--- src/rtl/phase_gray_code_pixel_decoder_unit_defines.svh ---
// Assertion macros for the phase and Gray-code pixel decoder
`ifndef PHASE_GRAY_CODE_PIXEL_DECODER_UNIT_DEFINES_SVH
`define PHASE_GRAY_CODE_PIXEL_DECODER_UNIT_DEFINES_SVH

// same-cycle implication, disabled while in reset
`define PGCD_ASSERT_IMPLY(label, clk, rst_n, ante, cons) \
	label: assert property (@(posedge clk) disable iff (!(rst_n)) (ante) |-> (cons)) \
		else $error("pgcd: implication check failed");

// next-cycle implication, disabled while in reset
`define PGCD_ASSERT_NEXT(label, clk, rst_n, ante, cons) \
	label: assert property (@(posedge clk) disable iff (!(rst_n)) (ante) |=> (cons)) \
		else $error("pgcd: next-cycle check failed");

`endif

--- src/rtl/pgcd_pkg.sv ---
// Shared types and constants of the phase and Gray-code pixel decoder
`timescale 1ns / 1ps
`default_nettype none
package pgcd_pkg;

	localparam int PHASE_STEPS  = 4;
	localparam int SAMPLE_W     = 8;
	localparam int SUM_W        = 10;
	localparam int CORDIC_ITERS = 24;
	localparam int XY_W         = 32;
	localparam int Z_W          = 34;
	localparam int PRE_SHIFT    = 20;
	localparam int UNWRAP_W     = 22;
	localparam int WRAP_W       = 16;
	localparam int ORDER_OUT_W  = 6;
	localparam int PCOUNT_W     = 7;
	localparam int CFG_DATA_W   = 10;
	localparam int CFG_IDX_W    = 2;
	localparam int M_DATA_W     = 56;

	localparam logic [CFG_IDX_W-1:0] REG_PERIOD_COUNT = 2'd0;
	localparam logic [CFG_IDX_W-1:0] REG_THRESHOLD    = 2'd1;
	localparam logic [CFG_IDX_W-1:0] REG_SHADOW_EN    = 2'd2;

	localparam logic [PCOUNT_W-1:0] PCOUNT_RESET   = 7'd32;
	localparam logic [SUM_W-1:0]    THRESH_RESET   = 10'd20;
	localparam logic                SHADOW_RESET   = 1'b1;
	localparam logic [PCOUNT_W-1:0] PCOUNT_MAX     = 7'd64;

	localparam logic signed [Z_W-1:0] Z_HALF_TURN = 34'sd2147483648;

	localparam logic signed [Z_W-1:0] ATAN_TAB [CORDIC_ITERS] = '{
		34'sd536870912, 34'sd316933406, 34'sd167458907, 34'sd85004756,
		34'sd42667331,  34'sd21354465,  34'sd10679838,  34'sd5340245,
		34'sd2670163,   34'sd1335087,   34'sd667544,    34'sd333772,
		34'sd166886,    34'sd83443,     34'sd41722,     34'sd20861,
		34'sd10430,     34'sd5215,      34'sd2608,      34'sd1304,
		34'sd652,       34'sd326,       34'sd163,       34'sd81
	};

	typedef struct packed {
		logic signed [XY_W-1:0] x;
		logic signed [XY_W-1:0] y;
		logic signed [Z_W-1:0]  z;
		logic                   zero;
	} vec_t;

	typedef struct packed {
		logic [PCOUNT_W-1:0] period_count;
		logic [SUM_W-1:0]    threshold;
		logic                shadow_en;
	} cfg_t;

endpackage
`default_nettype wire

--- src/rtl/pgcd_front.sv ---
// Entry stage: sample sum, Gray thresholding and CORDIC pre-rotation
`timescale 1ns / 1ps
`default_nettype none
module pgcd_front #(
	parameter int GRAY_IMAGES = 6
) (
	input  wire logic                                               clk,
	input  wire logic                                               arst_n,
	input  wire logic                                               up_valid,
	output logic                                                    up_ready,
	input  wire logic [pgcd_pkg::PHASE_STEPS-1:0][pgcd_pkg::SAMPLE_W-1:0] phase,
	input  wire logic [GRAY_IMAGES-1:0][pgcd_pkg::SAMPLE_W-1:0]     gray,
	output logic                                                    dn_valid,
	input  wire logic                                               dn_ready,
	output pgcd_pkg::vec_t                                          dn_vec,
	output logic [GRAY_IMAGES+pgcd_pkg::SUM_W-1:0]                  dn_side
);
	import pgcd_pkg::*;

	logic [SUM_W-1:0] sum;
	logic [GRAY_IMAGES-1:0] bits;
	logic signed [SAMPLE_W:0] dx, dy;
	logic signed [XY_W-1:0] dx_w, dy_w;
	vec_t vec_d;

	logic valid_s1;
	vec_t vec_s1;
	logic [GRAY_IMAGES+SUM_W-1:0] side_s1;

	always_comb begin
		sum = {2'b00, phase[0]} + {2'b00, phase[1]} + {2'b00, phase[2]} + {2'b00, phase[3]};
		for (int k = 0; k < GRAY_IMAGES; k++) begin
			bits[k] = ({gray[k], 2'b00} > sum);
		end
		dx = $signed({1'b0, phase[0]}) - $signed({1'b0, phase[2]});
		dy = $signed({1'b0, phase[1]}) - $signed({1'b0, phase[3]});
		dx_w = {{(XY_W-SAMPLE_W-1){dx[SAMPLE_W]}}, dx};
		dy_w = {{(XY_W-SAMPLE_W-1){dy[SAMPLE_W]}}, dy};
		vec_d.zero = (dx == '0) && (dy == '0);
		if (dx[SAMPLE_W]) begin
			vec_d.z = dy[SAMPLE_W] ? -Z_HALF_TURN : Z_HALF_TURN;
			vec_d.x = (-dx_w) <<< PRE_SHIFT;
			vec_d.y = (-dy_w) <<< PRE_SHIFT;
		end else begin
			vec_d.z = '0;
			vec_d.x = dx_w <<< PRE_SHIFT;
			vec_d.y = dy_w <<< PRE_SHIFT;
		end
	end

	assign up_ready = !valid_s1 || dn_ready;

	always_ff @(posedge clk or negedge arst_n) begin
		if (!arst_n) begin
			valid_s1 <= 1'b0;
		end else if (up_valid && up_ready) begin
			valid_s1 <= 1'b1;
		end else if (dn_ready) begin
			valid_s1 <= 1'b0;
		end
	end

	always_ff @(posedge clk) begin
		if (up_valid && up_ready) begin
			vec_s1  <= vec_d;
			side_s1 <= {bits, sum};
		end
	end

	assign dn_valid = valid_s1;
	assign dn_vec   = vec_s1;
	assign dn_side  = side_s1;

endmodule
`default_nettype wire

--- config.mk ---
export PLATFORM = sky130hd
export DESIGN_NAME = pgcd_front
export DESIGN_NICKNAME = d
export VERILOG_FILES = /design/src/rtl/phase_gray_code_pixel_decoder_unit_defines.svh /design/src/rtl/pgcd_pkg.sv /design/src/rtl/pgcd_front.sv
export SDC_FILE = /design/constraint.sdc
export NUM_CORES = 1
export LEC_CHECK = 0
export BUFFER_PORTS_ARGS = -buffer_cell sky130_fd_sc_hd__buf_2
export CAP_MARGIN = 25
export CORE_MARGIN = 2
export CORE_UTILIZATION = 30
export CTS_CLUSTER_SIZE = 24
export DETAILED_ROUTE_END_ITERATION = 8
export HOLD_SLACK_MARGIN = 0.1
export PLACE_DENSITY = 0.56
export SLEW_MARGIN = 10
export SYNTH_ARGS = -nofsm -noshare
export SYNTH_HDL_FRONTEND = slang
export SYNTH_SLANG_ARGS = --single-unit
--- constraint.sdc ---
create_clock -name clk -period 2.3 [get_ports clk]
set_input_delay 0.345 -clock clk [delete_from_list [all_inputs] [get_ports clk]]
set_output_delay 0.345 -clock clk [all_outputs]
set_load 0.05 [all_outputs]
==> out/metrics.yaml <==
routing:
  totalWireLength_mm: 13.4
  drtPass1Iterations: 4
  wl_per_cell_um: 13.5
  num_vias: 4411
  ant_nets: 0
  drt-initial-drc-count: 165
  drc_errors: 0
  viasPerCell: 4.45
synthesis:
  syn-mean-instance-area_sq_um: 9.60
  synth-edff-count: 43
  yosys.area.top_type: "edfxtp_1"
  syn_area_sq_um: 4880
  synth.distinct_cells: 50
  netlist_instances: 508
  yosysSeqAreaShare_pct: 27.0
  synth_top_cell_area_share_pct: 26.5
  ys.flop_type: "edfxtp_1"
  synth-seq-cells: 44
  synthArstFlopShare_pct: 2.27
  yosys_warnings: 0
  synthTopCellsByArea: "edfxtp_1, ha_1, buf_4"
layout:
  n_antenna_cell: 0
  utilization_pct: 48.3
  nets: 942
  syn_to_final_growth_pct: 57.5
  layout-drive-gt1-share_pct: 55.2
  layout.cells.non_filler: 992
worst_setup_path:
  cp.required_ns: 2.45
  setup.worst_path.start_class: "input port"
  path_class: "in2reg"
  critical_path_arrival_ns: 3.99
  cp-end-kind: "flop"
  cp_max_fo: 6
sta:
  skew_ns: 0.00398
  fin_crit_ns: 3.84
  fin_ws_ns: -1.54
  setup_viol: 33
  fmax_mhz: 260
  rsz0062_at_grt: "yes"
  hold_violations: 0
  drv_slew: 0
  period_share_pct: 167
global_route:
  grt-ovfl-total: 0
  globalRouteTotalUtil_pct: 14.8
  antenna_found_initial: 0
  met1_usage_pct: 16.8
  grt_max_degree: 44
  use_met2_pct: 27.6
  use_met3_pct: 1.50
  grt-busiest-layer: "met2"
  grt_pass1_vias: 4393
  grt_pass1_wl_mm: 21.0
floorplan:
  fp.dieW_um: 131
  dieArea_sq_um: 17300
  rows: 46
  io_pins: 201
  fp.dieH_um: 131
  start_util_pct: 30.7
  coreArea_sq_um: 15900
hold_path:
  worstHoldPathType: "in2reg"
power_and_ir_drop:
  ir_drop_mv: 0.458
  p_per_area_nw_per_um2: 930
  p_leak_nw: 3.61
  finalPower_mw: 7.14
placed_design:
  dp.cells: 952
  port_buffers: 129
  hpwl_mm: 10.4
  gp_congestion: 0.878
cts:
  clockBufferDepth: 2
  clk_pin_slew_ns: 0.06
  cts_tree: "done"
  cts_root_buf: "clkbuf_16"
  cts_buffers: 5
  numClockSinks: 44
  clk_latency_ns: 0.29
  h-tree-depth: 2
run:
  cap_violations: 0
status:
  status: "finished with violations"
  violations: "setup timing"
## layer usage
metal | share of wire, % | up-vias
met1 | 39 | 2077
met4 | 4.0 | 0
met3 | 4.2 | 37
li1 | - | 2147
met5 | 0 | -
met2 | 53 | 150
## power by group
| part | total [mW] | internal [mW] | switching [mW] |
|---|---|---|---|
| clock | 0.808 | 0.511 | 0.297 |
| sequential | 1.12 | 1.09 | 0.0292 |
| combinational | 5.21 | 2.36 | 2.85 |
## critical path, stage by stage
cell and delay, ns:
buf_8 0.08, inv_4 0.03, fa_1 0.52, inv_1 0.05
fa_1 0.48, ha_2 0.18, inv_2 0.04, fa_2 0.36
nor2b_4 0.13, o21a_1 0.14, o21ai_1 0.06, a21oi_1 0.14
o21ai_1 0.08, nand2b_1 0.15, clkinv_4 0.17, ha_4 0.31
nand2_2 0.07, or4_4 0.52, a21oi_2 0.14
## flip-flops by register name, summed over array words and instances, names as in the netlist
name      count
dn_vec       27
dn_valid      1
dn_side      16
## cells in the mapped netlist (2+ instances only)
cell type	count
buf_4	72
ha_1	65
inv_1	62
edfxtp_1	43
xnor2_1	25
nand2_1	24
nor2_1	23
a21oi_1	21
fa_1	18
o21ai_0	18
a21o_1	17
o21a_1	10
nor3_1	9
xor2_1	8
nand4_1	7
o21ai_1	6
o21ai_2	6
or3_1	6
or4_1	6
a21oi_2	5
maj3_2	5
nand2b_1	5
nor4_1	5
and2_1	4
nor2b_1	4
o31a_1	4
a22oi_1	3
a31oi_1	2
buf_2	2
nand3_1	2
o31ai_1	2
## cell families after synthesis
group,Yosys count,share of synthesized area [%]
AOI/OAI and AO/OA,101,14.0
buffers and inverters,139,16.9
and+or+nand+nor,101,10.7
xor gates and xnor gates,33,5.93
other,1,0.0769
adders and majority gates,89,25.4
DFF,44,27.0
## final timing paths
path | startpoint | endpoint | slack (ns) | cells after the start
max | phase[9] | dn_side[14] | -1.54 | 19
min | up_valid | dn_valid | 0.27 | 2
max reg2reg | dn_valid | dn_vec[32] | 1.06 | 3
min reg2reg | dn_valid | dn_valid | 0.54 | 2
max in group asynchronous | arst_n | dn_valid | 1.85 | 2
min in group asynchronous | arst_n | dn_valid | 0.36 | 2
## what timing repair did
item	in CTS	in global routing
resized for setup	122	66
buffers inserted	16	17
pin swaps	41	44
hold buffers	1	0
setup endpoints to repair	30	34
cloned	1	0
endpoints found under the hold margin	1	0
## placed cells by master (no fill, tap or decap), drive strengths merged, types with 9 or more instances in the layout
cell    count
edfxtp     43
nand2      25
a21oi      26
xnor2      25
fa         18
ha         65
o21a       10
o21ai      30
nor2       23
nor3        9
a21o       17
conb       74
inv        62
buf       261
## through the flow
stage                     cell area [sq um]  TNS [ns]  hold WS, ns  setup slack [ns]
after floorplan                        5370    -12.22       0.0494             -1.53
after global placement                 6470    -23.71        0.120             -1.79
after detailed placement               6470    -25.19        0.121             -1.90
after CTS                              7240    -12.30        0.265             -1.47
after global routing                   7680    -17.28        0.280             -1.69
final                                  7680    -14.22        0.267             -1.54
## cell type report
| type | count | area [sq um] |
|---|---|---|
| Timing Repair Buffer | 262 | 1860 |
| Clock buffer | 6 | 129 |
| Timing Repair inverter | 1 | 7.51 |
| Inverter | 63 | 282 |
| Multi-Input combinational cell | 398 | 3780 |
| Sequential cell | 44 | 1320 |
| Fill cell | 1465 | 8210 |
| Tap cell | 216 | 270 |
| Clock inverter | 2 | 35.0 |
(Power assumes the default switching activity.)
