==> config.mk <==
export PLATFORM = sky130hd
export DESIGN_NAME = pgcd_resolve
export DESIGN_NICKNAME = d
export VERILOG_FILES = /design/src/rtl/phase_gray_code_pixel_decoder_unit_defines.svh /design/src/rtl/pgcd_pkg.sv /design/src/rtl/pgcd_resolve.sv
export SDC_FILE = /design/constraint.sdc
export NUM_CORES = 1
export LEC_CHECK = 0
export BUFFER_PORTS_ARGS = -buffer_cell sky130_fd_sc_hd__clkbuf_2
export CAP_MARGIN = 20
export CORE_MARGIN = 2
export CORE_UTILIZATION = 35
export DETAILED_ROUTE_END_ITERATION = 8
export GPL_ROUTABILITY_DRIVEN = 0
export HOLD_SLACK_MARGIN = 0.03
export SYNTH_ARGS = -nofsm -noshare
export SYNTH_HDL_FRONTEND = slang
export SYNTH_SLANG_ARGS = --single-unit
==> constraint.sdc <==
create_clock -name clk -period 4.95 [get_ports clk]
set_input_delay 0.99 -clock clk [delete_from_list [all_inputs] [get_ports clk]]
set_output_delay 0.99 -clock clk [all_outputs]
set_load 0.005 [all_outputs]
==> src/rtl/phase_gray_code_pixel_decoder_unit_defines.svh <==
// Assertion macros for the phase and Gray-code pixel decoder
`ifndef PHASE_GRAY_CODE_PIXEL_DECODER_UNIT_DEFINES_SVH
`define PHASE_GRAY_CODE_PIXEL_DECODER_UNIT_DEFINES_SVH

// same-cycle implication, disabled while in reset
`define PGCD_ASSERT_IMPLY(label, clk, rst_n, ante, cons) \
	label: assert property (@(posedge clk) disable iff (!(rst_n)) (ante) |-> (cons)) \
		else $error("pgcd: implication check failed");

// next-cycle implication, disabled while in reset
`define PGCD_ASSERT_NEXT(label, clk, rst_n, ante, cons) \
	label: assert property (@(posedge clk) disable iff (!(rst_n)) (ante) |=> (cons)) \
		else $error("pgcd: next-cycle check failed");

`endif

==> src/rtl/pgcd_pkg.sv <==
// Shared types and constants of the phase and Gray-code pixel decoder
`timescale 1ns / 1ps
`default_nettype none
package pgcd_pkg;

	localparam int PHASE_STEPS  = 4;
	localparam int SAMPLE_W     = 8;
	localparam int SUM_W        = 10;
	localparam int CORDIC_ITERS = 24;
	localparam int XY_W         = 32;
	localparam int Z_W          = 34;
	localparam int PRE_SHIFT    = 20;
	localparam int UNWRAP_W     = 22;
	localparam int WRAP_W       = 16;
	localparam int ORDER_OUT_W  = 6;
	localparam int PCOUNT_W     = 7;
	localparam int CFG_DATA_W   = 10;
	localparam int CFG_IDX_W    = 2;
	localparam int M_DATA_W     = 56;

	localparam logic [CFG_IDX_W-1:0] REG_PERIOD_COUNT = 2'd0;
	localparam logic [CFG_IDX_W-1:0] REG_THRESHOLD    = 2'd1;
	localparam logic [CFG_IDX_W-1:0] REG_SHADOW_EN    = 2'd2;

	localparam logic [PCOUNT_W-1:0] PCOUNT_RESET   = 7'd32;
	localparam logic [SUM_W-1:0]    THRESH_RESET   = 10'd20;
	localparam logic                SHADOW_RESET   = 1'b1;
	localparam logic [PCOUNT_W-1:0] PCOUNT_MAX     = 7'd64;

	localparam logic signed [Z_W-1:0] Z_HALF_TURN = 34'sd2147483648;

	localparam logic signed [Z_W-1:0] ATAN_TAB [CORDIC_ITERS] = '{
		34'sd536870912, 34'sd316933406, 34'sd167458907, 34'sd85004756,
		34'sd42667331,  34'sd21354465,  34'sd10679838,  34'sd5340245,
		34'sd2670163,   34'sd1335087,   34'sd667544,    34'sd333772,
		34'sd166886,    34'sd83443,     34'sd41722,     34'sd20861,
		34'sd10430,     34'sd5215,      34'sd2608,      34'sd1304,
		34'sd652,       34'sd326,       34'sd163,       34'sd81
	};

	typedef struct packed {
		logic signed [XY_W-1:0] x;
		logic signed [XY_W-1:0] y;
		logic signed [Z_W-1:0]  z;
		logic                   zero;
	} vec_t;

	typedef struct packed {
		logic [PCOUNT_W-1:0] period_count;
		logic [SUM_W-1:0]    threshold;
		logic                shadow_en;
	} cfg_t;

endpackage
`default_nettype wire

==> src/rtl/pgcd_resolve.sv <==
// Phase rounding, Gray decode, fringe order selection and output register
`timescale 1ns / 1ps
`default_nettype none
module pgcd_resolve #(
	parameter int GRAY_IMAGES     = 6,
	parameter int PHASE_FRAC_BITS = 16
) (
	input  wire logic                                    clk,
	input  wire logic                                    arst_n,
	input  wire pgcd_pkg::cfg_t                          cfg,
	input  wire logic                                    up_valid,
	output logic                                         up_ready,
	input  wire pgcd_pkg::vec_t                          up_vec,
	input  wire logic [GRAY_IMAGES+pgcd_pkg::SUM_W-1:0]  up_side,
	output logic                                         dn_valid,
	input  wire logic                                    dn_ready,
	output logic [pgcd_pkg::UNWRAP_W-1:0]                unwrapped_phase,
	output logic                                         pixel_valid,
	output logic signed [pgcd_pkg::WRAP_W-1:0]           wrapped_phase,
	output logic [pgcd_pkg::ORDER_OUT_W-1:0]             fringe_order,
	output logic [pgcd_pkg::SUM_W-1:0]                   confidence_sum
);
	import pgcd_pkg::*;

	localparam int F  = PHASE_FRAC_BITS;
	localparam int G  = GRAY_IMAGES;
	localparam int OW = (G > 6) ? 7 : 6;
	localparam int QUARTER = 1 << (F - 2);
	localparam logic signed [Z_W-1:0] ROUND_C = Z_W'(64'sd1 <<< (31 - F));
	localparam logic [OW-1:0] ORDER_UNDER = OW'(63);

	// stage A
	logic signed [Z_W-1:0] rsum;
	logic [G-1:0] bits;
	logic [G-1:0] t;
	logic [G-2:0] k1_d;
	logic valid_s26;
	logic [F-1:0] rf_s26;
	logic [G-2:0] k1_s26;
	logic [G-1:0] k2_s26;
	logic [SUM_W-1:0] sum_s26;
	logic rdy_a, rdy_b;

	// stage B
	logic signed [F-1:0] w;
	logic lo, hi, under, lit, ok;
	logic [OW-1:0] order;
	logic [PCOUNT_W-1:0] limit;
	logic [OW+F-1:0] uw;
	logic [OW+F+UNWRAP_W-1:0] uw_ext;
	logic [F+WRAP_W-1:0] w_ext;
	logic valid_s27;
	logic [UNWRAP_W-1:0] unwrap_s27;
	logic ok_s27;
	logic [WRAP_W-1:0] wrap_s27;
	logic [ORDER_OUT_W-1:0] order_s27;
	logic [SUM_W-1:0] sum_s27;

	always_comb begin
		rsum = ROUND_C - up_vec.z;
		bits = up_side[SUM_W +: G];
		t[0] = bits[0];
		for (int k = 1; k < G; k++) begin
			t[k] = t[k-1] ^ bits[k];
		end
		for (int k = 0; k < G - 1; k++) begin
			k1_d[G-2-k] = t[k];
		end
	end

	assign rdy_b    = !valid_s27 || dn_ready;
	assign rdy_a    = !valid_s26 || rdy_b;
	assign up_ready = rdy_a;

	always_ff @(posedge clk or negedge arst_n) begin
		if (!arst_n) begin
			valid_s26 <= 1'b0;
		end else if (up_valid && rdy_a) begin
			valid_s26 <= 1'b1;
		end else if (rdy_b) begin
			valid_s26 <= 1'b0;
		end
	end

	always_ff @(posedge clk) begin
		if (up_valid && rdy_a) begin
			rf_s26  <= up_vec.zero ? '0 : rsum[31 -: F];
			k1_s26  <= k1_d;
			k2_s26  <= G'(k1_d) + G'(t[G-1]);
			sum_s26 <= up_side[SUM_W-1:0];
		end
	end

	always_comb begin
		w     = $signed(rf_s26);
		lo    = (w <= -QUARTER);
		hi    = (w >= QUARTER);
		under = 1'b0;
		if (lo) begin
			order = OW'(k2_s26);
		end else if (hi) begin
			if (k2_s26 == '0) begin
				under = 1'b1;
				order = ORDER_UNDER;
			end else begin
				order = OW'(k2_s26 - 1'b1);
			end
		end else begin
			order = OW'(k1_s26);
		end
		limit  = (cfg.period_count > PCOUNT_MAX) ? PCOUNT_MAX : cfg.period_count;
		lit    = !(cfg.shadow_en && (sum_s26 <= cfg.threshold));
		ok     = !under && ({1'b0, order} < {1'b0, limit}) && lit;
		uw     = {order, ~rf_s26[F-1], rf_s26[F-2:0]};
		uw_ext = {{UNWRAP_W{1'b0}}, uw};
		w_ext  = {{WRAP_W{rf_s26[F-1]}}, rf_s26};
	end

	always_ff @(posedge clk or negedge arst_n) begin
		if (!arst_n) begin
			valid_s27 <= 1'b0;
		end else if (valid_s26 && rdy_b) begin
			valid_s27 <= 1'b1;
		end else if (dn_ready) begin
			valid_s27 <= 1'b0;
		end
	end

	always_ff @(posedge clk) begin
		if (valid_s26 && rdy_b) begin
			unwrap_s27 <= ok ? uw_ext[UNWRAP_W-1:0] : '0;
			ok_s27     <= ok;
			wrap_s27   <= w_ext[WRAP_W-1:0];
			order_s27  <= order[ORDER_OUT_W-1:0];
			sum_s27    <= sum_s26;
		end
	end

	assign dn_valid        = valid_s27;
	assign unwrapped_phase = unwrap_s27;
	assign pixel_valid     = ok_s27;
	assign wrapped_phase   = wrap_s27;
	assign fringe_order    = order_s27;
	assign confidence_sum  = sum_s27;

endmodule
`default_nettype wire

==> key figures <==
Power and ir drop
  – Sw Share: 25.1%
  – Worst VDD drop: 0.155 mV
  – Static Leak: 0.00225 µW
  – Seq pwr share: 52.1%
  – Comb power frac: 14.0%
  – Total power: 1930 µW
  – Power share of the clock group: 33.9%
  – Pwr dens: 352 nW/µm²
  – Net Sw Power: 485 µW
  – Internal: 1450 µW

CTS
  – Clock transition at the registers of the reported paths: 0.07 ns
  – Post-cts sizing count: 0
  – Longest Clk Path Bufs: 2
  – Hold-fix buffers, CTS: 0
  – Number of H-tree levels: 3
  – CTS tree: yes
  – CTS root buf: clkbuf_16
  – CTS Buf Count: 9
  – Clk sink count: 94
  – Clk_lat worst skew: 0.34 ns
  – Setup bufs post-CTS: 0

Synth
  – #FFs+latches synth: 94
  – Top post-synthesis cells by area: edfxtp_1 (63%), ha_1 (5.7%), nor3b_1 (3.8%), inv_1 (2.2%), nor3_1 (1.6%)
  – Most frequent cells after synthesis: edfxtp_1 (92), inv_1 (26), nor3b_1 (22), ha_1 (20)
  – Mapped Avg Cell Area: 13.9 µm²
  – Mapped Nets: 471
  – Yosys top cell area share: 63.1%
  – Predominant post-synthesis flop cell: edfxtp_1
  – Synth area leader: edfxtp_1
  – Async SR Flop Fraction: 2.13%
  – Cells after Synth: 314
  – Post-synth EDFFs: 92
  – Sequential area share after synthesis: 64.3%
  – Synth warn: 0
  – Most common cell in the netlist: edfxtp_1
  – Synth cell types: 60
  – Synthesized area: 4380 µm²

Worst hold path
  – HP Class: input port to async pin

Die
  – IO Pins: 194
  – Core area: 12,100 µm²
  – Initial Util: 36.1%
  – DIE AREA: 13,400 µm²
  – Die W: 116 µm
  – Cell row count: 40
  – Die Y-Extent: 116 µm

Route
  – WL/cell: 14.1 µm
  – Number of remaining DRC errors: 0
  – Drt first pass iters: 4
  – DRT antenna net count: 0
  – DR vias: 2,899
  – Via density: 4.68
  – Initial drt markers: 195
  – Final wirelength: 8.72 mm

GRT
  – Remaining global-route overflow: 0
  – All-Layer GR Usage: 13.7%
  – Antenna violations before repair: 0
  – Global-route wire length before repair: 14.1 mm
  – Vias in the first global route: 2,989
  – Largest net degree at the start of global routing: 38

Critical path
  – Worst Setup Start Kind: flop
  – Worst Setup End Kind: flop
  – Worst Path Arrival: 3.91 ns
  – CP max FO: 23
  – Critical Path RT: 4.99 ns
  – Worst Setup Path Type: flop to flop

Timing
  – Fmax: 0.259 GHz
  – TNS Setup: 0 ns
  – Unrepaired setup endpoints after global routing: false
  – Slew margin rel.: 30.6%
  – Final setup margin: 1.08 ns
  – Slew of the pin with the lowest slew margin: 1.04 ns
  – Max-slew violation count: 0
  – Setup Skew: 0.00665 ns
  – Final setup fails: 0
  – Min cycle time layout: 3.87 ns
  – Hold Fails Final Rpt: 0
  – Final Cycle Share: 78.1%

Place
  – Post-DP Area: 5190 µm²
  – Pre-CTS WS: 1.13 ns
  – Post-DP HPWL: 6.79 mm
  – # port buffers: 127

Outcome
  – Run status: finished clean

Final layout
  – Fin area: 5480 µm²
  – Final Core Density: 45.3%
  – Area grow syn2layout: 25.3%
  – Nets@finish: 603
  – Share of layout cells above drive strength 1: 35.7%
  – Antenna diode count: 0

Flow run
  – Max Cap Viol: 0
==> layout by cell type (no fill, tap or decap), types with 3 or more instances in the layout <==
cell type	instances
and3_1	4
ha_1	20
clkbuf_16	9
nor3b_1	22
xnor2_1	7
a21boi_0	4
nor2b_1	4
a211oi_1	3
nand2_1	5
nand4_1	4
a21o_1	3
nor2_1	14
nor3_1	14
inv_1	26
o21ai_0	9
buf_4	3
nand2b_1	10
nor4_1	8
edfxtp_1	92
a21oi_1	7
xor2_1	4
clkbuf_2	127
==> power groups by stage <==
| stage | Combinational, µW | Clock (µW) | Sequential, µW |
|---|---|---|---|
| final | 269 | 654 | 1010 |
| after global routing | 308 | 704 | 1010 |
| after CTS | 275 | 672 | 1010 |
| after detailed placement | 273 | 0 | 1020 |
| after global placement | 265 | 0 | 1020 |
| after floorplan | 153 | 0 | 1020 |
==> routing by layer <==
layer,vias to the layer above,track usage (%),part of all wire [%]
met4,0,5.32,2.0
met1,1344,17.5,45
met2,87,22.3,48
li1,1456,-,-
met3,12,3.45,5.1
met5,-,0,0
==> final timing paths <==
path                                      startpoint  depth (start not counted)                                end  slack [ns]
worst max-delay path             k2_s26[0]$_DFFE_PP_                         11  unwrapped_phase[12]$_SDFFCE_PN0P_        1.08
worst min-delay path                          arst_n                          1              valid_s26$_DFFE_PN0P_        0.43
worst max register to register   k2_s26[0]$_DFFE_PP_                         11  unwrapped_phase[12]$_SDFFCE_PN0P_        1.08
worst min register to register  sum_s26[6]$_DFFE_PP_                          0        confidence_sum[6]$_DFFE_PP_        0.46
max in group asynchronous                     arst_n                          1               dn_valid$_DFFE_PN0P_        4.43
min in group clk                sum_s26[6]$_DFFE_PP_                          0        confidence_sum[6]$_DFFE_PP_        0.46
==> metrics by stage <==
step | std cells | hold slack (ns)
after global placement | 603 | 0.441
after CTS | 619 | 0.410
after detailed placement | 603 | 0.450
final | 619 | 0.425
after global routing | 619 | 0.412
after floorplan | 314 | 0.426
==> worst max-delay path, stage by stage (launching register included) <==
cell and delay, ns:
edfxtp_1 0.45, inv_1 0.16, ha_1 0.25, or4b_4 0.52, nor2_4 0.12, o22ai_1 0.11
o21ai_0 0.36, ha_1 0.20, and4b_1 0.21, nand4_1 0.15, a211oi_4 0.88, nor3b_1 0.16
==> state kept, by name, summed over array words and instances (netlist names), 5 cells and up <==
| signal | flops |
|---|---|
| confidence_sum | 10 |
| fringe_order | 6 |
| k1_s26 | 5 |
| k2_s26 | 6 |
| rf_s26 | 16 |
| sum_s26 | 10 |
| unwrapped_phase | 22 |
| wrapped_phase | 16 |
==> kinds of logic (layout without fill, tap and decap cells) <==
group           after synthesis  count (layout)  synth area share [%]
fa+ha+maj                    20              20                  5.72
buf+inv                      35             172                  3.43
xor+xnor                     11              11                  2.20
compound gates               41              41                  6.78
mux                           4               4                  1.00
flops                        94              94                  64.3
simple gates                109             109                  16.6
==> final cells by class <==
cell class,count,area (µm²)
sequential,94,2810
fill,1115,6630
timing repair buffer,130,658
clock inverter,7,65.1
inverter,26,97.6
tap,168,210
clock buffer,9,225
multi-input combinational,185,1420
(Power assumes the default switching activity.)
