File: config.mk
export PLATFORM = sky130hd
export DESIGN_NAME = pgcd_cordic_cell
export DESIGN_NICKNAME = d
export VERILOG_FILES = /design/src/rtl/phase_gray_code_pixel_decoder_unit_defines.svh /design/src/rtl/pgcd_pkg.sv /design/src/rtl/pgcd_cordic_cell.sv
export SDC_FILE = /design/constraint.sdc
export NUM_CORES = 1
export LEC_CHECK = 0
export BUFFER_PORTS_ARGS = -buffer_cell sky130_fd_sc_hd__buf_2
export CAP_MARGIN = 20
export CORE_MARGIN = 4
export CORE_UTILIZATION = 40
export CTS_CLUSTER_DIAMETER = 200
export DETAILED_ROUTE_END_ITERATION = 7
export HOLD_SLACK_MARGIN = 0.02
export RECOVER_POWER = 50
export SYNTH_ARGS = -nofsm -noshare
export SYNTH_HDL_FRONTEND = slang
export SYNTH_SLANG_ARGS = --single-unit
File: constraint.sdc
create_clock -name clk -period 4.15 [get_ports clk]
set_input_delay 0 -clock clk [delete_from_list [all_inputs] [get_ports clk]]
set_output_delay 0 -clock clk [all_outputs]
set_load 0.02 [all_outputs]
File: src/rtl/phase_gray_code_pixel_decoder_unit_defines.svh
// Assertion macros for the phase and Gray-code pixel decoder
`ifndef PHASE_GRAY_CODE_PIXEL_DECODER_UNIT_DEFINES_SVH
`define PHASE_GRAY_CODE_PIXEL_DECODER_UNIT_DEFINES_SVH

// same-cycle implication, disabled while in reset
`define PGCD_ASSERT_IMPLY(label, clk, rst_n, ante, cons) \
	label: assert property (@(posedge clk) disable iff (!(rst_n)) (ante) |-> (cons)) \
		else $error("pgcd: implication check failed");

// next-cycle implication, disabled while in reset
`define PGCD_ASSERT_NEXT(label, clk, rst_n, ante, cons) \
	label: assert property (@(posedge clk) disable iff (!(rst_n)) (ante) |=> (cons)) \
		else $error("pgcd: next-cycle check failed");

`endif

File: src/rtl/pgcd_pkg.sv
// Shared types and constants of the phase and Gray-code pixel decoder
`timescale 1ns / 1ps
`default_nettype none
package pgcd_pkg;

	localparam int PHASE_STEPS  = 4;
	localparam int SAMPLE_W     = 8;
	localparam int SUM_W        = 10;
	localparam int CORDIC_ITERS = 24;
	localparam int XY_W         = 32;
	localparam int Z_W          = 34;
	localparam int PRE_SHIFT    = 20;
	localparam int UNWRAP_W     = 22;
	localparam int WRAP_W       = 16;
	localparam int ORDER_OUT_W  = 6;
	localparam int PCOUNT_W     = 7;
	localparam int CFG_DATA_W   = 10;
	localparam int CFG_IDX_W    = 2;
	localparam int M_DATA_W     = 56;

	localparam logic [CFG_IDX_W-1:0] REG_PERIOD_COUNT = 2'd0;
	localparam logic [CFG_IDX_W-1:0] REG_THRESHOLD    = 2'd1;
	localparam logic [CFG_IDX_W-1:0] REG_SHADOW_EN    = 2'd2;

	localparam logic [PCOUNT_W-1:0] PCOUNT_RESET   = 7'd32;
	localparam logic [SUM_W-1:0]    THRESH_RESET   = 10'd20;
	localparam logic                SHADOW_RESET   = 1'b1;
	localparam logic [PCOUNT_W-1:0] PCOUNT_MAX     = 7'd64;

	localparam logic signed [Z_W-1:0] Z_HALF_TURN = 34'sd2147483648;

	localparam logic signed [Z_W-1:0] ATAN_TAB [CORDIC_ITERS] = '{
		34'sd536870912, 34'sd316933406, 34'sd167458907, 34'sd85004756,
		34'sd42667331,  34'sd21354465,  34'sd10679838,  34'sd5340245,
		34'sd2670163,   34'sd1335087,   34'sd667544,    34'sd333772,
		34'sd166886,    34'sd83443,     34'sd41722,     34'sd20861,
		34'sd10430,     34'sd5215,      34'sd2608,      34'sd1304,
		34'sd652,       34'sd326,       34'sd163,       34'sd81
	};

	typedef struct packed {
		logic signed [XY_W-1:0] x;
		logic signed [XY_W-1:0] y;
		logic signed [Z_W-1:0]  z;
		logic                   zero;
	} vec_t;

	typedef struct packed {
		logic [PCOUNT_W-1:0] period_count;
		logic [SUM_W-1:0]    threshold;
		logic                shadow_en;
	} cfg_t;

endpackage
`default_nettype wire

File: src/rtl/pgcd_cordic_cell.sv
// One vectoring CORDIC iteration with its own register and beat handshake
`timescale 1ns / 1ps
`default_nettype none
module pgcd_cordic_cell #(
	parameter int STAGE  = 0,
	parameter int SIDE_W = 16
) (
	input  wire logic              clk,
	input  wire logic              arst_n,
	input  wire logic              up_valid,
	output logic                   up_ready,
	input  wire pgcd_pkg::vec_t    up_vec,
	input  wire logic [SIDE_W-1:0] up_side,
	output logic                   dn_valid,
	input  wire logic              dn_ready,
	output pgcd_pkg::vec_t         dn_vec,
	output logic [SIDE_W-1:0]      dn_side
);
	import pgcd_pkg::*;

	logic signed [XY_W-1:0] sx, sy;
	vec_t vec_d;
	logic valid_q;
	vec_t vec_q;
	logic [SIDE_W-1:0] side_q;

	always_comb begin
		sx = up_vec.y >>> STAGE;
		sy = up_vec.x >>> STAGE;
		vec_d.zero = up_vec.zero;
		if (up_vec.y > 0) begin
			vec_d.x = up_vec.x + sx;
			vec_d.y = up_vec.y - sy;
			vec_d.z = up_vec.z + ATAN_TAB[STAGE];
		end else begin
			vec_d.x = up_vec.x - sx;
			vec_d.y = up_vec.y + sy;
			vec_d.z = up_vec.z - ATAN_TAB[STAGE];
		end
	end

	assign up_ready = !valid_q || dn_ready;

	always_ff @(posedge clk or negedge arst_n) begin
		if (!arst_n) begin
			valid_q <= 1'b0;
		end else if (up_valid && up_ready) begin
			valid_q <= 1'b1;
		end else if (dn_ready) begin
			valid_q <= 1'b0;
		end
	end

	always_ff @(posedge clk) begin
		if (up_valid && up_ready) begin
			vec_q  <= vec_d;
			side_q <= up_side;
		end
	end

	assign dn_valid = valid_q;
	assign dn_vec   = vec_q;
	assign dn_side  = side_q;

endmodule
`default_nettype wire

==> impl_metrics.yaml, run 1 <==
run_status:
  outcome: "finished, final reports clean"
die:
  pin_count: 236
  die_height_um: 161
  initial_core_util: 0.409
  std_cell_rows: 55
  die-area_um2: 25800
  core_um2: 22800
  dieWidth_um: 161
timing:
  tns_ps: 0
  fin_ws_ps: 1200
  fmax_mhz: 339
  worstMarginPinSlew_ps: 840
  clock_skew_ps: 10.5
  hold_viol: 0
  setup_viol: 0
  rsz0062_at_grt: "no"
  holdWs_ps: 49.8
  drv_slew: 0
  period_share: 0.710
  slew_headroom: 0.440
  fin_crit_ps: 2950
cts:
  htreeDepth: 4
  clkLatencyLatePin_ps: 420
  cts_setup_buffers: 0
  ctsResizeCount: 0
  clk_pin_slew_ps: 60
  cts-buffers-inserted: 17
  cts.sinks: 115
  cts_root_buf: "clkbuf_16"
  clockBufferDepth: 2
  cts_tree: "yes"
critical_path:
  required_ps: 4310
  ff2ff_path_depth: 3
  startpoint: "up_vec[53]"
  r2r_setup_slack_ps: 2180
  r2r_end: "dn_vec[30]$_DFFE_PP_"
  crit_path_start_kind: "input pin"
  end_kind: "flop"
  r2r_start: "dn_valid$_DFFE_PN0P_"
  critPathKind: "input pin to flop"
  arrival_ps: 3110
  cp_max_fo: 16
logic_synthesis:
  synthTopCellsByArea: "edfxtp_1 (37%), ha_1 (14%), a21oi_1 (5.9%)"
  syn_area_um2: 9320
  syn_nets: 1241
  synth_edf_count: 114
  synth_top_area_frac: 0.367
  yosysUniqueCellTypes: 72
  ys_ff_latch: 115
  yosysWarnings: 0
  postSynth.asyncResetShare: 0.00870
  yosysSeqAreaShare: 0.370
  synth.avg_cell_area_um2: 9.21
  syn_inst: 1012
  synth_area_leader_cell: "edfxtp_1"
  synthFlopType: "edfxtp_1"
route:
  via_per_inst: 5.47
  ant_nets: 0
  vias: 8814
  drc: 0
  dr_wl_met2_mm: 14.4
  drt_first_iter_violations: 1016
  top_layer: "met4"
  route.met3.wl_mm: 2.19
  wl_mm: 31.0
  dr.pass1.iters: 6
  routedWlPerCell_um: 19.3
  wl_met1_mm: 13.8
place:
  dp_cells: 1525
  place_congestion: 0.917
  place_ws_ps: 837
  dpl.hpwl_mm: 23.5
  io_buffers: 235
final_layout:
  final_nets: 1513
  final_cell_mix: "clkbuf_1 (123), edfxtp_1 (114), buf_2 (113)"
  fin_cells: 1610
  areaGrowthSynthToFinish_pct: 26.3
  final_common_cell: "clkbuf_1"
  drive_gt1_frac: 0.133
  utilization: 0.517
  insertedDiodeCount: 0
power_and_ir_drop:
  p_leak_nw: 4.94
  power_density_nw_per_um2: 368
  ir_worst_vdd_mv: 0.252
grt:
  antenna_found_initial: 0
  grt_pass1_wl_mm: 48.2
  grt_start_max_net_pins: 62
  overflow: 0
  track_usage: 0.234
  grt_pass1_vias: 8542
worst_hold_path:
  hold_start: "up_vec[67]"
  hp-class: "input pin to flop"
  worstHoldPathCells: 3
  hold_end: "dn_vec[67]$_DFFE_PP_"
flow_run:
  maxCapViolations: 0
-- cells in the mapped netlist (5+ instances only) --
library cell  number
o21a_1             8
nand2b_1           9
a21o_1            21
clkbuf_1          22
buf_2             10
nand2_1           57
mux2i_1           11
a211oi_1          10
or3_1              5
o211ai_1          12
a21oi_1          110
o21bai_1          17
nor2_1            85
nor2b_1           15
a31oi_1           10
xnor2_1           56
inv_1             92
o21ai_0           58
nor3_1            20
nor4_1            17
buf_1              7
nand3_1           22
ha_1             106
and2_1             6
o31ai_1            9
nand4_1           13
xor2_1             9
edfxtp_1         114
-- layer usage --
| layer | vias up | track usage |
|---|---|---|
| met3 | 56 | 0.0357 |
| li1 | 4185 | - |
| met4 | 0 | 0.0591 |
| met5 | - | 0 |
| met2 | 426 | 0.389 |
| met1 | 4147 | 0.321 |
-- worst max-delay path: stages --
cell,delay [ps]
buf_2,180
inv_1,90
ha_1,630
nor2b_1,90
o31ai_1,420
o21ai_0,230
o21ai_0,370
nand3_1,220
a311o_1,420
a21oi_2,170
o22ai_1,120
xnor2_1,160
-- metrics by stage --
step	power (mW)	instance area (um2)
3_3_place_gp	2.77	10800
2_1_floorplan	2.34	9320
6_report	4.33	11800
5_1_grt	4.55	11800
3_5_place_dp	2.77	10800
4_1_cts	4.38	11900
-- state kept, by name, indices dropped and copies added (netlist names) --
signal and cells:
dn_vec 98, dn_valid 1, dn_side 16
-- kinds of logic after synthesis --
kind of cell,count (synthesis),synth area share
xor+xnor,65,0.0611
mux,12,0.0130
fa+ha+maj,110,0.151
buf+inv,140,0.0600
flops,115,0.370
simple gates,265,0.137
compound gates,305,0.208
-- area by class of cell --
class | count | area [um2]
fillers | 2233 | 11000
multi-input cells | 757 | 5320
flip-flops and latches | 115 | 3450
repair buffers | 295 | 1630
clock buffers | 18 | 429
well taps | 313 | 392
inverters | 98 | 370
clock inverters | 14 | 180
-- power by group --
part	total, mW	switching, mW	internal, mW
Sequential	1.47	0.0305	1.44
Clock	1.55	0.599	0.953
Combinational	1.31	0.853	0.459
Total	4.33	1.48	2.85
-- repair_timing --
item,CTS,global route
endpoints found under the hold margin,51,0
hold buffers,53,0
setup endpoints to repair,0,0
-- worst max path at each step --
stage                           end  slack (ps)
2_1_floorplan  dn_side[0]$_DFFE_PP_         290
3_3_place_gp   dn_vec[98]$_DFFE_PP_         890
3_5_place_dp   dn_vec[98]$_DFFE_PP_         840
4_1_cts        dn_vec[98]$_DFFE_PP_        1270
5_1_grt        dn_vec[98]$_DFFE_PP_        1010
6_report       dn_vec[98]$_DFFE_PP_        1200
Note: power is estimated with default switching activity, not from simulation.
==> run 2, diff against run 1 <==
PLACE_DENSITY = 0.65   (was unset)
clock period = 2.4 ns   (was 4.15 ns; I/O delays follow)
==> impl_metrics.yaml, run 2 (synthesis gave the netlist of run 1 again) <==
timing:
  fmax_mhz: 432
  period_share: 0.965
  worstMarginPinSlew_ps: 756
  tns_ps: 0
  fin_ws_ps: 84.1
  drv_slew: 0
  clock_skew_ps: 12.2
  setup_viol: 0
  rsz0062_at_grt: "yes"
  hold_viol: 0
  fin_crit_ps: 2320
  holdWs_ps: 63.6
  slew_headroom: 0.496
grt:
  overflow: 0
  grt_start_max_net_pins: 50
  grt_pass1_wl_mm: 53.2
  grt_pass1_vias: 9784
  track_usage: 0.259
  antenna_found_initial: 4
power_and_ir_drop:
  ir_worst_vdd_mv: 0.409
  power_density_nw_per_um2: 574
  p_leak_nw: 6.41
  p_total_mw: 8.18
final_layout:
  utilization: 0.626
  final_nets: 1804
  design_area_um2: 14300
  areaGrowthSynthToFinish_pct: 53.0
  drive_gt1_frac: 0.310
  fin_cells: 1902
  final_cell_mix: "buf_4 (287), clkbuf_1 (124), edfxtp_1 (114)"
  largest_reg_flops: 98
  final_common_cell: "buf_4"
die:
  pin_count: 236
  die_height_um: 161
  initial_core_util: 0.409
  die-area_um2: 25800
  std_cell_rows: 55
  dieWidth_um: 161
  core_um2: 22800
route:
  vias: 9799
  via_per_inst: 5.15
  wl_mm: 34.4
  routedWlPerCell_um: 18.1
  ant_nets: 0
  drt_first_iter_violations: 866
  drc: 0
  dr.pass1.iters: 5
critical_path:
  crit_end: "dn_vec[96]$_DFFE_PP_"
  end_kind: "flop"
  cp.depth: 14
  cp_max_fo: 8
  critPathKind: "input pin to flop"
  r2r_start: "dn_valid$_DFFE_PN0P_"
  ff2ff_path_depth: 3
  r2r_setup_slack_ps: 520
  crit_buf_inv: 4
  arrival_ps: 2480
  required_ps: 2570
  startpoint: "up_vec[38]"
  crit_top_cell: "buf_4"
  r2r_end: "dn_vec[87]$_DFFE_PP_"
  crit_path_start_kind: "input pin"
  crit_slowest_cell: "or4_4"
  cp_cell_sequence: "buf_2 > inv_1 > ha_2 > nor2_1 > o311ai_2 > buf_4 > a2111oi_4 > buf_4 > o2111ai_4 > nand4_1 > nand2_1 > or4_4 > nand3_2 > xnor2_1"
  slowest_delay_ps: 420
  crit_family: "simple AND/OR/NAND/NOR gates"
place:
  place_congestion: 0.972
  io_buffers: 235
  place_ws_ps: -695
  dpl.hpwl_mm: 27.0
  dp_cells: 1814
  placed_cell_area_um2: 13000
worst_hold_path:
  hp-class: "input pin to flop"
cts:
  cts_tree: "yes"
  cts-buffers-inserted: 17
  clkLatencyLatePin_ps: 430
  clockBufferDepth: 2
  cts.sinks: 115
  clk_pin_slew_ps: 60
  cts_root_buf: "clkbuf_16"
  htreeDepth: 4
flow_run:
  maxCapViolations: 0
run_status:
  outcome: "finished, final reports clean"
## run 2: cell types whose count changed in the layout (fill, tap and decap cells not counted), sizes merged
| cell | change |
|---|---|
| clkinv | -3 |
| clkinvlp | +2 |
| clkbuf | +3 |
| buf | +287 |
| inv | +1 |
| diode | +2 |
## run 2: how the worst min path moves through the flow
stage	startpoint	cells after the start	end
4_1_cts	up_vec[98]	3	dn_vec[66]$_DFFE_PP_
2_1_floorplan	arst_n	0	dn_valid$_DFFE_PN0P_
3_5_place_dp	arst_n	1	dn_valid$_DFFE_PN0P_
3_3_place_gp	arst_n	1	dn_valid$_DFFE_PN0P_
6_report	up_vec[79]	3	dn_vec[47]$_DFFE_PP_
5_1_grt	up_vec[79]	3	dn_vec[47]$_DFFE_PP_
## run 2: layout make-up
class                           instances  area [um2]
Multi-Input combinational cell        757        5530
Tap cell                              313         392
Sequential cell                       115        3450
Timing Repair Buffer                  586        3900
Inverter                               98         374
Antenna cell                            2        5.00
Clock inverter                         14         179
Fill cell                            2066        8520
Clock buffer                           17         425
## run 2: layer usage
metal,part of all wire,track usage
met5,0.00055,0
met3,0.066,0.0426
met2,0.47,0.426
met1,0.44,0.350
met4,0.028,0.0837
## run 2: worst min-delay path: cells and delay by family
| kind | cells | cell delay, ps |
|---|---|---|
| XOR/XNOR | 1 | 110 |
| adder cells (fa/ha/maj) | 1 | 150 |
| buffers and inverters | 1 | 120 |
## run 2: power breakdown
group	switching, mW	internal [mW]
registers	0.0571	2.48
logic	1.64	1.31
clock network	1.05	1.64
total	2.75	5.43
## run 2: what timing repair did
| item | 4_1_cts | 5_1_grt |
|---|---|---|
| pin swaps | 2 | 11 |
| hold buffers | 53 | 0 |
| endpoints found under the setup margin | 6 | 24 |
| hold endpoints to repair | 51 | 0 |
| buffers inserted | 0 | 2 |
| gates resized for setup | 11 | 38 |
